## config.mk

```make
export PLATFORM = sky130hd
export DESIGN_NAME = text_encoding_decoder_flat
export DESIGN_NICKNAME = d
export VERILOG_FILES = /design/src/hw/rtl/ted_pkg.sv /design/src/hw/rtl/ted_if.sv /design/src/hw/rtl/ted_step.sv /design/src/hw/rtl/text_encoding_decoder.sv /design/src/flat_wrapper.sv
export SDC_FILE = /design/constraint.sdc
export NUM_CORES = 1
export LEC_CHECK = 0
export BUFFER_PORTS_ARGS = -buffer_cell sky130_fd_sc_hd__buf_4
export CORE_ASPECT_RATIO = 1.1
export CORE_UTILIZATION = 54
export DETAILED_ROUTE_END_ITERATION = 6
export PLACE_DENSITY = 0.86
export SKIP_CTS_REPAIR_TIMING = 1
export SYNTH_ARGS = -nofsm -noshare
export SYNTH_HDL_FRONTEND = slang
export SYNTH_HIERARCHICAL = 1
export SYNTH_SLANG_ARGS = --single-unit
```

## constraint.sdc

```tcl
create_clock -name clk_i -period 3.9 [get_ports clk_i]
set_input_delay 0.78 -clock clk_i [delete_from_list [all_inputs] [get_ports clk_i]]
set_output_delay 0.78 -clock clk_i [all_outputs]
set_load 0.01 [all_outputs]
```

## src/hw/rtl/ted_pkg.sv

```systemverilog
`timescale 1ns / 1ps
// ----------------------------------------------------------------------------
// ted_pkg
// Types and constants shared by the text encoding decoder.
// ----------------------------------------------------------------------------
package ted_pkg;

  localparam int unsigned ByteW = 8;
  localparam int unsigned CpW   = 21;
  localparam int unsigned CntW  = 3;
  localparam int unsigned HsW   = 10;
  localparam int unsigned ModeW = 2;

  typedef enum logic [ModeW-1:0] {
    MODE_ASCII = 2'd0,
    MODE_UCS2  = 2'd1,
    MODE_UTF8  = 2'd2,
    MODE_UTF16 = 2'd3
  } ted_mode_e;

  localparam ted_mode_e ModeReset = MODE_UTF8;

  localparam logic [CpW-1:0]  Replacement = 21'h00FFFD;
  localparam logic [CpW-1:0]  SuppBase    = 21'h010000;
  localparam logic [5:0]      HighSurr    = 6'b110110;

  localparam logic [CntW-1:0] Len1 = 3'd1;
  localparam logic [CntW-1:0] Len2 = 3'd2;
  localparam logic [CntW-1:0] Len3 = 3'd3;
  localparam logic [CntW-1:0] Len4 = 3'd4;

  typedef struct packed {
    logic [CpW-1:0]  partial;
    logic [CntW-1:0] seen;
    logic [CntW-1:0] expected;
    logic [HsW-1:0]  high_surr;
  } ted_state_t;

  typedef struct packed {
    logic            valid;
    logic [CpW-1:0]  code_point;
    logic [CntW-1:0] char_bytes;
  } ted_result_t;

endpackage

```

## src/hw/rtl/ted_if.sv

```systemverilog
`timescale 1ns / 1ps
// ----------------------------------------------------------------------------
// ted_in_if / ted_out_if
// Request channels into and out of the text encoding decoder.
// ----------------------------------------------------------------------------
interface ted_in_if;
  logic                     valid;
  logic                     ready;
  logic [ted_pkg::ByteW-1:0] data_byte;
  logic                     string_start;

  modport source (output valid, output data_byte, output string_start, input ready);
  modport sink   (input valid, input data_byte, input string_start, output ready);
endinterface

interface ted_out_if;
  logic                     valid;
  logic                     ready;
  logic [ted_pkg::CpW-1:0]  code_point;
  logic [ted_pkg::CntW-1:0] char_bytes;

  modport source (output valid, output code_point, output char_bytes, input ready);
  modport sink   (input valid, input code_point, input char_bytes, output ready);
endinterface

```

## src/hw/rtl/ted_step.sv

```systemverilog
`timescale 1ns / 1ps
// ----------------------------------------------------------------------------
// ted_step
// Next decoder state and optional code point for one encoded byte.
// ----------------------------------------------------------------------------
module ted_step (
  input  ted_pkg::ted_mode_e           mode_i,
  input  ted_pkg::ted_state_t          state_i,
  input  logic [ted_pkg::ByteW-1:0]    data_byte_i,
  input  logic                         string_start_i,
  output ted_pkg::ted_state_t          state_o,
  output ted_pkg::ted_result_t         result_o
);
  import ted_pkg::*;

  ted_state_t      cur;
  ted_state_t      nxt;
  ted_result_t     res;
  logic [CpW-1:0]  cont_val;
  logic [CntW-1:0] cont_seen;
  logic [15:0]     unit;

  always_comb begin
    cur       = string_start_i ? '0 : state_i;
    nxt       = cur;
    res       = '0;
    cont_val  = {cur.partial[CpW-7:0], data_byte_i[5:0]};
    cont_seen = cur.seen + Len1;
    unit      = {data_byte_i, cur.partial[7:0]};

    if (cur.seen == '0 || mode_i == MODE_ASCII) begin
      nxt = '0;
      unique case (mode_i)
        MODE_ASCII: begin
          res = '{valid: 1'b1, code_point: CpW'(data_byte_i), char_bytes: Len1};
        end
        MODE_UCS2, MODE_UTF16: begin
          nxt.partial  = CpW'(data_byte_i);
          nxt.seen     = Len1;
          nxt.expected = Len2;
        end
        MODE_UTF8: begin
          priority if (data_byte_i[7] == 1'b0) begin
            res = '{valid: 1'b1, code_point: CpW'(data_byte_i), char_bytes: Len1};
          end else if (data_byte_i[7:5] == 3'b110) begin
            nxt.partial  = CpW'(data_byte_i[4:0]);
            nxt.seen     = Len1;
            nxt.expected = Len2;
          end else if (data_byte_i[7:4] == 4'b1110) begin
            nxt.partial  = CpW'(data_byte_i[3:0]);
            nxt.seen     = Len1;
            nxt.expected = Len3;
          end else if (data_byte_i[7:3] == 5'b11110) begin
            nxt.partial  = CpW'(data_byte_i[2:0]);
            nxt.seen     = Len1;
            nxt.expected = Len4;
          end else begin
            res = '{valid: 1'b1, code_point: Replacement, char_bytes: Len1};
          end
        end
        default: nxt = '0;
      endcase
    end else begin
      unique case (mode_i)
        MODE_UCS2: begin
          nxt = '0;
          res = '{valid: 1'b1, code_point: CpW'(unit), char_bytes: Len2};
        end
        MODE_UTF8: begin
          if (cont_seen >= cur.expected) begin
            nxt = '0;
            res = '{valid: 1'b1, code_point: cont_val, char_bytes: cur.expected};
          end else begin
            nxt.partial = cont_val;
            nxt.seen    = cont_seen;
          end
        end
        MODE_UTF16: begin
          priority if (cur.seen == Len1) begin
            if (unit[15:10] == HighSurr) begin
              nxt.high_surr = unit[HsW-1:0];
              nxt.partial   = '0;
              nxt.seen      = Len2;
              nxt.expected  = Len4;
            end else begin
              nxt = '0;
              res = '{valid: 1'b1, code_point: CpW'(unit), char_bytes: Len2};
            end
          end else if (cur.seen == Len2) begin
            nxt.partial = CpW'(data_byte_i);
            nxt.seen    = Len3;
          end else begin
            nxt = '0;
            res = '{valid: 1'b1,
                    code_point: SuppBase + CpW'({cur.high_surr, unit[HsW-1:0]}),
                    char_bytes: Len4};
          end
        end
        default: nxt = '0;
      endcase
    end

    state_o  = nxt;
    result_o = res;
  end

endmodule

```

## src/hw/rtl/text_encoding_decoder.sv

```systemverilog
`timescale 1ns / 1ps
// ----------------------------------------------------------------------------
// text_encoding_decoder
// Streaming ASCII / UCS-2 LE / UTF-8 / UTF-16 LE byte decoder.
//
// in_i carries one encoded byte per request, with string_start to drop any
// partial character. out_o carries a code point and its byte count each
// time a character completes; bytes that only extend a character give no
// request on out_o. encoding_mode is written through cfg_we_i/cfg_wdata_i;
// the user must write it only while the block is idle, which the block
// itself does not enforce; a write also drops any partial character.
// Throughput: one byte per cycle while out_o is not stalled, set by the
// single decode step between the input register and the result register.
// Reset: decoder state clears, mode returns to UTF-8, both stages empty.
// Stall: while out_o is held and full, the input stage holds its byte and
// in_i.ready drops once that stage is also occupied; nothing is lost.
// ----------------------------------------------------------------------------
module text_encoding_decoder (
  input  logic                      clk_i,
  input  logic                      rst_ni,
  input  logic                      cfg_we_i,
  input  logic [ted_pkg::ModeW-1:0] cfg_wdata_i,
  ted_in_if.sink                    in_i,
  ted_out_if.source                 out_o
);
  import ted_pkg::*;

  ted_mode_e        mode_q;
  ted_state_t       state_q;
  ted_state_t       state_d;
  ted_result_t      step_res;

  logic             s1_valid_q;
  logic [ByteW-1:0] s1_byte_q;
  logic             s1_start_q;

  logic             out_valid_q;
  logic [CpW-1:0]   out_cp_q;
  logic [CntW-1:0]  out_bytes_q;

  logic             out_free;
  logic             s1_adv;

  assign out_free   = !out_valid_q || out_o.ready;
  assign s1_adv     = s1_valid_q && out_free;
  assign in_i.ready = !s1_valid_q || s1_adv;

  ted_step u_step (
    .mode_i         (mode_q),
    .state_i        (state_q),
    .data_byte_i    (s1_byte_q),
    .string_start_i (s1_start_q),
    .state_o        (state_d),
    .result_o       (step_res)
  );

  always_ff @(posedge clk_i or negedge rst_ni) begin
    if (!rst_ni) begin
      mode_q      <= ModeReset;
      state_q     <= '0;
      s1_valid_q  <= 1'b0;
      out_valid_q <= 1'b0;
    end else begin
      if (cfg_we_i) begin
        mode_q  <= ted_mode_e'(cfg_wdata_i);
        state_q <= '0;
      end else if (s1_adv) begin
        state_q <= state_d;
      end
      if (in_i.ready) begin
        s1_valid_q <= in_i.valid;
      end
      if (out_free) begin
        out_valid_q <= s1_adv && step_res.valid;
      end
    end
  end

  always_ff @(posedge clk_i) begin
    if (in_i.valid && in_i.ready) begin
      s1_byte_q  <= in_i.data_byte;
      s1_start_q <= in_i.string_start;
    end
    if (s1_adv && step_res.valid) begin
      out_cp_q    <= step_res.code_point;
      out_bytes_q <= step_res.char_bytes;
    end
  end

  assign out_o.valid      = out_valid_q;
  assign out_o.code_point = out_cp_q;
  assign out_o.char_bytes = out_bytes_q;

  // held input byte survives an output stall
  assert property (@(posedge clk_i) disable iff (!rst_ni)
    s1_valid_q && !out_free |=> s1_valid_q && $stable(s1_byte_q))
    else $error("input stage lost a byte during stall");

  // result byte count is always one to four
  assert property (@(posedge clk_i) disable iff (!rst_ni)
    out_valid_q |-> (out_bytes_q == Len1 || out_bytes_q == Len2 ||
                     out_bytes_q == Len3 || out_bytes_q == Len4))
    else $error("bad char_bytes on result");

  // a pending character never has all its bytes already
  assert property (@(posedge clk_i) disable iff (!rst_ni)
    state_q.seen != '0 |-> state_q.seen < state_q.expected)
    else $error("partial character overran its length");

  // ascii never leaves a partial character
  assert property (@(posedge clk_i) disable iff (!rst_ni)
    mode_q == MODE_ASCII |-> state_q.seen == '0)
    else $error("partial character held in ascii mode");

  // a completing byte with room downstream always reaches the result register
  assert property (@(posedge clk_i) disable iff (!rst_ni)
    s1_adv && step_res.valid && !cfg_we_i |=> out_valid_q)
    else $error("completed character dropped");

endmodule
```

## src/flat_wrapper.sv

```systemverilog
// flat-port wrapper written by rule: the top's interface ports become plain ports
module text_encoding_decoder_flat import ted_pkg::*;
  (clk_i, rst_ni, cfg_we_i, cfg_wdata_i, in_i_valid, in_i_data_byte, in_i_string_start, in_i_ready, out_o_valid, out_o_code_point, out_o_char_bytes, out_o_ready);
  ted_in_if in_i_i ();
  ted_out_if out_o_i ();
  input  logic clk_i;
  input  logic rst_ni;
  input  logic cfg_we_i;
  input  logic [ted_pkg::ModeW-1:0] cfg_wdata_i;
  input wire logic [$bits(in_i_i.valid)-1:0] in_i_valid;
  input wire logic [$bits(in_i_i.data_byte)-1:0] in_i_data_byte;
  input wire logic [$bits(in_i_i.string_start)-1:0] in_i_string_start;
  output wire logic [$bits(in_i_i.ready)-1:0] in_i_ready;
  output wire logic [$bits(out_o_i.valid)-1:0] out_o_valid;
  output wire logic [$bits(out_o_i.code_point)-1:0] out_o_code_point;
  output wire logic [$bits(out_o_i.char_bytes)-1:0] out_o_char_bytes;
  input wire logic [$bits(out_o_i.ready)-1:0] out_o_ready;
  assign in_i_i.valid = in_i_valid;
  assign in_i_i.data_byte = in_i_data_byte;
  assign in_i_i.string_start = in_i_string_start;
  assign in_i_ready = in_i_i.ready;
  assign out_o_valid = out_o_i.valid;
  assign out_o_code_point = out_o_i.code_point;
  assign out_o_char_bytes = out_o_i.char_bytes;
  assign out_o_i.ready = out_o_ready;
  text_encoding_decoder u_core (.clk_i(clk_i), .rst_ni(rst_ni), .cfg_we_i(cfg_we_i), .cfg_wdata_i(cfg_wdata_i), .in_i(in_i_i), .out_o(out_o_i));
endmodule
```

# Word-level counts from Yosys, hierarchy flattened
# Cells that the tools add are included.
dict set report totals {
  mem_bits_ro 0
  wordCells 62
  mem_count 0
  ff_bits 68
  output_inout_bits 26
  ramBits 0
  inputBits 16
  latchBits 0
}
dict set report op_classes {
  n_addsub 2
  n_mux 27
  order_cmp 1
  n_shift 0
  multipliers 0
  div 0
  bitwise_logic 0
  n_eq_ne 9
  n_reduce_logical 12
}
# operator n
set ops {}
lappend ops {{$mux 25} 9}
lappend ops {{$mux 31} 4}
lappend ops {{$pmux 25 s3} 1}
lappend ops {{$pmux 31 s2} 1}
lappend ops {{$pmux 25 s2} 1}
lappend ops {{$mux 11} 3}
lappend ops {{$pmux 14 s2} 1}
lappend ops {{$mux 13} 2}
lappend ops {{$mux 24} 1}
lappend ops {{$add 17x20->21 const A} 1}
lappend ops {{$mux 18} 1}
lappend ops {{$mux 15} 1}
lappend ops {{$mux 10} 1}
lappend ops {{$mux 9} 1}
lappend ops {{$eq 6x6->1 const B} 1}
lappend ops {{$eq 5x5->1 const B} 1}
lappend ops {{$eq 2x2->1 const B} 2}
lappend ops {{$eq 4x4->1 const B} 1}
lappend ops {{$add 3x1->3 const B} 1}
lappend ops {{$eq 3x1->1 const B} 1}
lappend ops {{$eq 3x2->1 const B} 1}
lappend ops {{$eq 3x3->1 const B} 1}
lappend ops {{$ge 3x3->1} 1}
lappend ops {{$logic_and 1x1->1} 3}
lappend ops {{other kinds (7)} 10}

# Depth between registers and ports, before layout
dict set report depth {
  word_depth 9
  mapped_depth 16
  ltp_nobuf 13
}

# Modules after synthesis
# Netlist, hierarchy kept.
# module seq_area_each_um2 cells_per_inst instances area_per_inst_um2
set modules_own_cells {}
lappend modules_own_cells {text_encoding_decoder 2018.2 215 1 2835.2}
lappend modules_own_cells {ted_step 0.0 226 1 1365.1}

# Least setup slack after synthesis
# OpenSTA, ideal clock, no wires.
dict set report synth_timing {
  path_type {flip-flop to flip-flop}
  from {register u_core.s1_start_q}
  to {register u_core.out_bytes_q[0] (netlist: u_core/out_o.char_bytes[0]), enable pin}
  t_required_ns 3.495
  setup_ns 0.405
  slack_ns -0.130
  n_path_buf 3
  period_less_slack_ns 4.030
  stages_incl_launch_ff 16
  arrival_ns 3.626
  path_cell_list {edfxtp_1 -> inv_1 -> clkbuf_1 -> clkbuf_1 -> nand2_1 -> inv_1 -> ha_1 -> xnor2_1 -> ha_1 -> nand2_1 -> o21ai_1 -> buf_2 -> a21boi_2 -> nand2_1 -> nand2_1 -> nor2_1}
}
# element line
set synth_lines {}
lappend synth_lines {{from (decl)} text_encoding_decoder.sv:35} ;# logic s1_start_q;
lappend synth_lines {{from (signal assigned)} text_encoding_decoder.sv:82} ;# s1_start_q <= in_i.string_start;
lappend synth_lines {{to (signal assigned)} text_encoding_decoder.sv:86} ;# out_bytes_q <= step_res.char_bytes;
lappend synth_lines {{to (decl)} text_encoding_decoder.sv:39} ;# logic [CntW-1:0] out_bytes_q;

==> results.json <==
{
  "worstSkewPairLatency_ns": 0.34,
  "r2r-start": "u_core/s1_start_q",
  "post_route_cells_drive_above_1_share_pct": 23.0,
  "max_freq_mhz": 293,
  "dp.final_hpwl_mm": 7.79,
  "finalSetupTns_ns": 0,
  "grt_max_degree": 36,
  "cts_root_buf": "clkbuf_8",
  "syn_inst": 410,
  "n_fill_cell": 577,
  "first_global_vias": 3445,
  "critPathRequiredTime_ns": 4.06,
  "yosysWarnings": 6,
  "n_antenna_cell": 0,
  "crit_path_top_delay_cell": "edfxtp_1",
  "htreeDepth": 3,
  "critPathKind": "flip-flop to flip-flop",
  "route.vias.total": 3550,
  "postSynthAreaPerCell_sq_um": 9.56,
  "crit_path_end_kind": "flip-flop",
  "slew_headroom_pct": 51.6,
  "wl_per_cell_um": 21.1,
  "status": "completed",
  "viasPerCell": 6.72,
  "slowest_delay_ns": 0.59,
  "grt_pass1_wl_mm": 18.3,
  "hold_violations": 0,
  "cts_buffer_depth": 2,
  "power.density_nw_per_um2": 402,
  "drtIter0Drc": 478,
  "cp.buffers_inverters": 3,
  "final_common_cell": "buf_4",
  "period_needed_ns": 3.41,
  "worstMarginPinSlew_ns": 0.721,
  "power_mw": 1.77,
  "drc": 0,
  "antenna_found_initial": 0,
  "grt_remaining_overflow": 0,
  "layout_common_cells": "buf_4, nand3_1, nor2_1",
  "core_area_sq_um": 7010,
  "crit_arrival_ns": 3.57,
  "clkSinkCount": 68,
  "syn_nets": 433,
  "dp.cells": 512,
  "critPathTopFamily": "simple AND/OR/NAND/NOR gates",
  "slew_violations": 0,
  "drv_cap": 0,
  "rsz0062_at_grt": "no",
  "finalCritPeriodShare_pct": 87.5,
  "finalNetCount": 461,
  "leakagePower_nw": 1.65,
  "syn_to_final_growth_pct": 12.4,
  "dr.pass1.iters": 5,
  "cts_tree": "built",
  "die_w_um": 83.2,
  "cp-start-kind": "flip-flop",
  "die_h_um": 91.3,
  "min_path_type": "primary input to asynchronous set/reset pin",
  "num_rows": 32,
  "crit_start": "u_core/s1_start_q",
  "critical_path.most_common_cell": "nand2_1",
  "dieArea_sq_um": 7600,
  "peakVddDrop_mv": 0.277,
  "routed_wl_mm": 11.2,
  "cp_max_fo": 13,
  "skew_ns": 0.00780,
  "cp_cell_sequence": "inv_1 > nand2_1 > inv_1 > ha_1 > xnor2_1 > ha_1 > nand2_1 > o21ai_1 > buf_4 > nor2b_1 > nand2_1 > o21ai_0",
  "place_congestion": 1.01,
  "start_util_pct": 55.9,
  "clk_pin_slew_ns": 0.07,
  "grt_usage_pct": 31.0,
  "layout.cells.non_filler": 528,
  "ios": 42,
  "syn_area_sq_um": 3920,
  "setup_viol": 0,
  "numCtsBuffers": 9,
  "numPortBuffers": 41,
  "postRouteAntennaNets": 0
}
==> path summary, 6_finish.rpt <==
kind / endpoint / slack [ns] / cells past startpoint
setup reg to reg: u_core/out_o.char_bytes[0] / 0.49 / 12
hold reg to reg: u_core/s1_valid_q / 0.52 / 2
max in group asynchronous: u_core/mode_q[1] / 3.16 / 1
min in group clk_i: u_core/s1_valid_q / 0.52 / 2
setup / recovery: u_core/out_o.char_bytes[0] / 0.49 / 12
hold / removal: u_core/out_o.valid / 0.38 / 1
==> worst register-to-register path, stage by stage, from the launching register on <==
cell and delay (ns):
edfxtp_1 0.59, inv_1 0.12, nand2_1 0.11, inv_1 0.07, ha_1 0.21, xnor2_1 0.16, ha_1 0.30, nand2_1 0.05
o21ai_1 0.39, buf_4 0.25, nor2b_1 0.46, nand2_1 0.24, o21ai_0 0.28
==> per-stage QoR <==
| stage | setup WS, ns | instance area, sq um | utilization (%) | hold WS [ns] |
|---|---|---|---|---|
| CTS | 0.605 | 4410 | 62.9 | 0.391 |
| finish | 0.489 | 4410 | 62.9 | 0.381 |
| global route | 0.275 | 4410 | 62.9 | 0.414 |
| detailed placement | 0.629 | 4210 | 60.1 | 0.514 |
| floorplan | 0.274 | 3920 | - | 0.475 |
| global placement | 0.732 | 4210 | 60.1 | 0.501 |
==> report_power, final <==
part           switching (mW)  leakage (nW)  internal [mW]  total (mW)
registers              0.0476         0.792          0.813       0.861
clock network           0.267        0.0967          0.309       0.576
logic                   0.219         0.765          0.116       0.335
==> area by class of cell <==
cell class	count	area (sq um)	share of cell area, %
Sequential cell	68	1870	42.4
Multi-Input combinational cell	296	1820	41.3
Timing Repair Buffer	49	368	8.35
Clock buffer	11	141	3.21
Tap cell	85	106	2.41
Inverter	14	52.6	1.19
Clock inverter	5	51.3	1.16
==> state kept, by name, summed over array words and instances, names as in the netlist <==
register                 flops
u_core/out_o.char_bytes      3
u_core/s1_valid_q            1
u_core/state_q              31
u_core/s1_start_q            1
u_core/s1_byte_q             8
u_core/out_o.valid           1
u_core/mode_q                2
u_core/out_o.code_point     21
==> metal layers <==
layer	vias up	routed length, um	GRT usage (%)
li1	1562	-	-
met1	1682	4370	40.3
met2	241	5210	47.9
met3	65	946	5.82
met4	0	631	19.4
met5	-	0	0
Note: power is estimated with default switching activity, not from simulation.
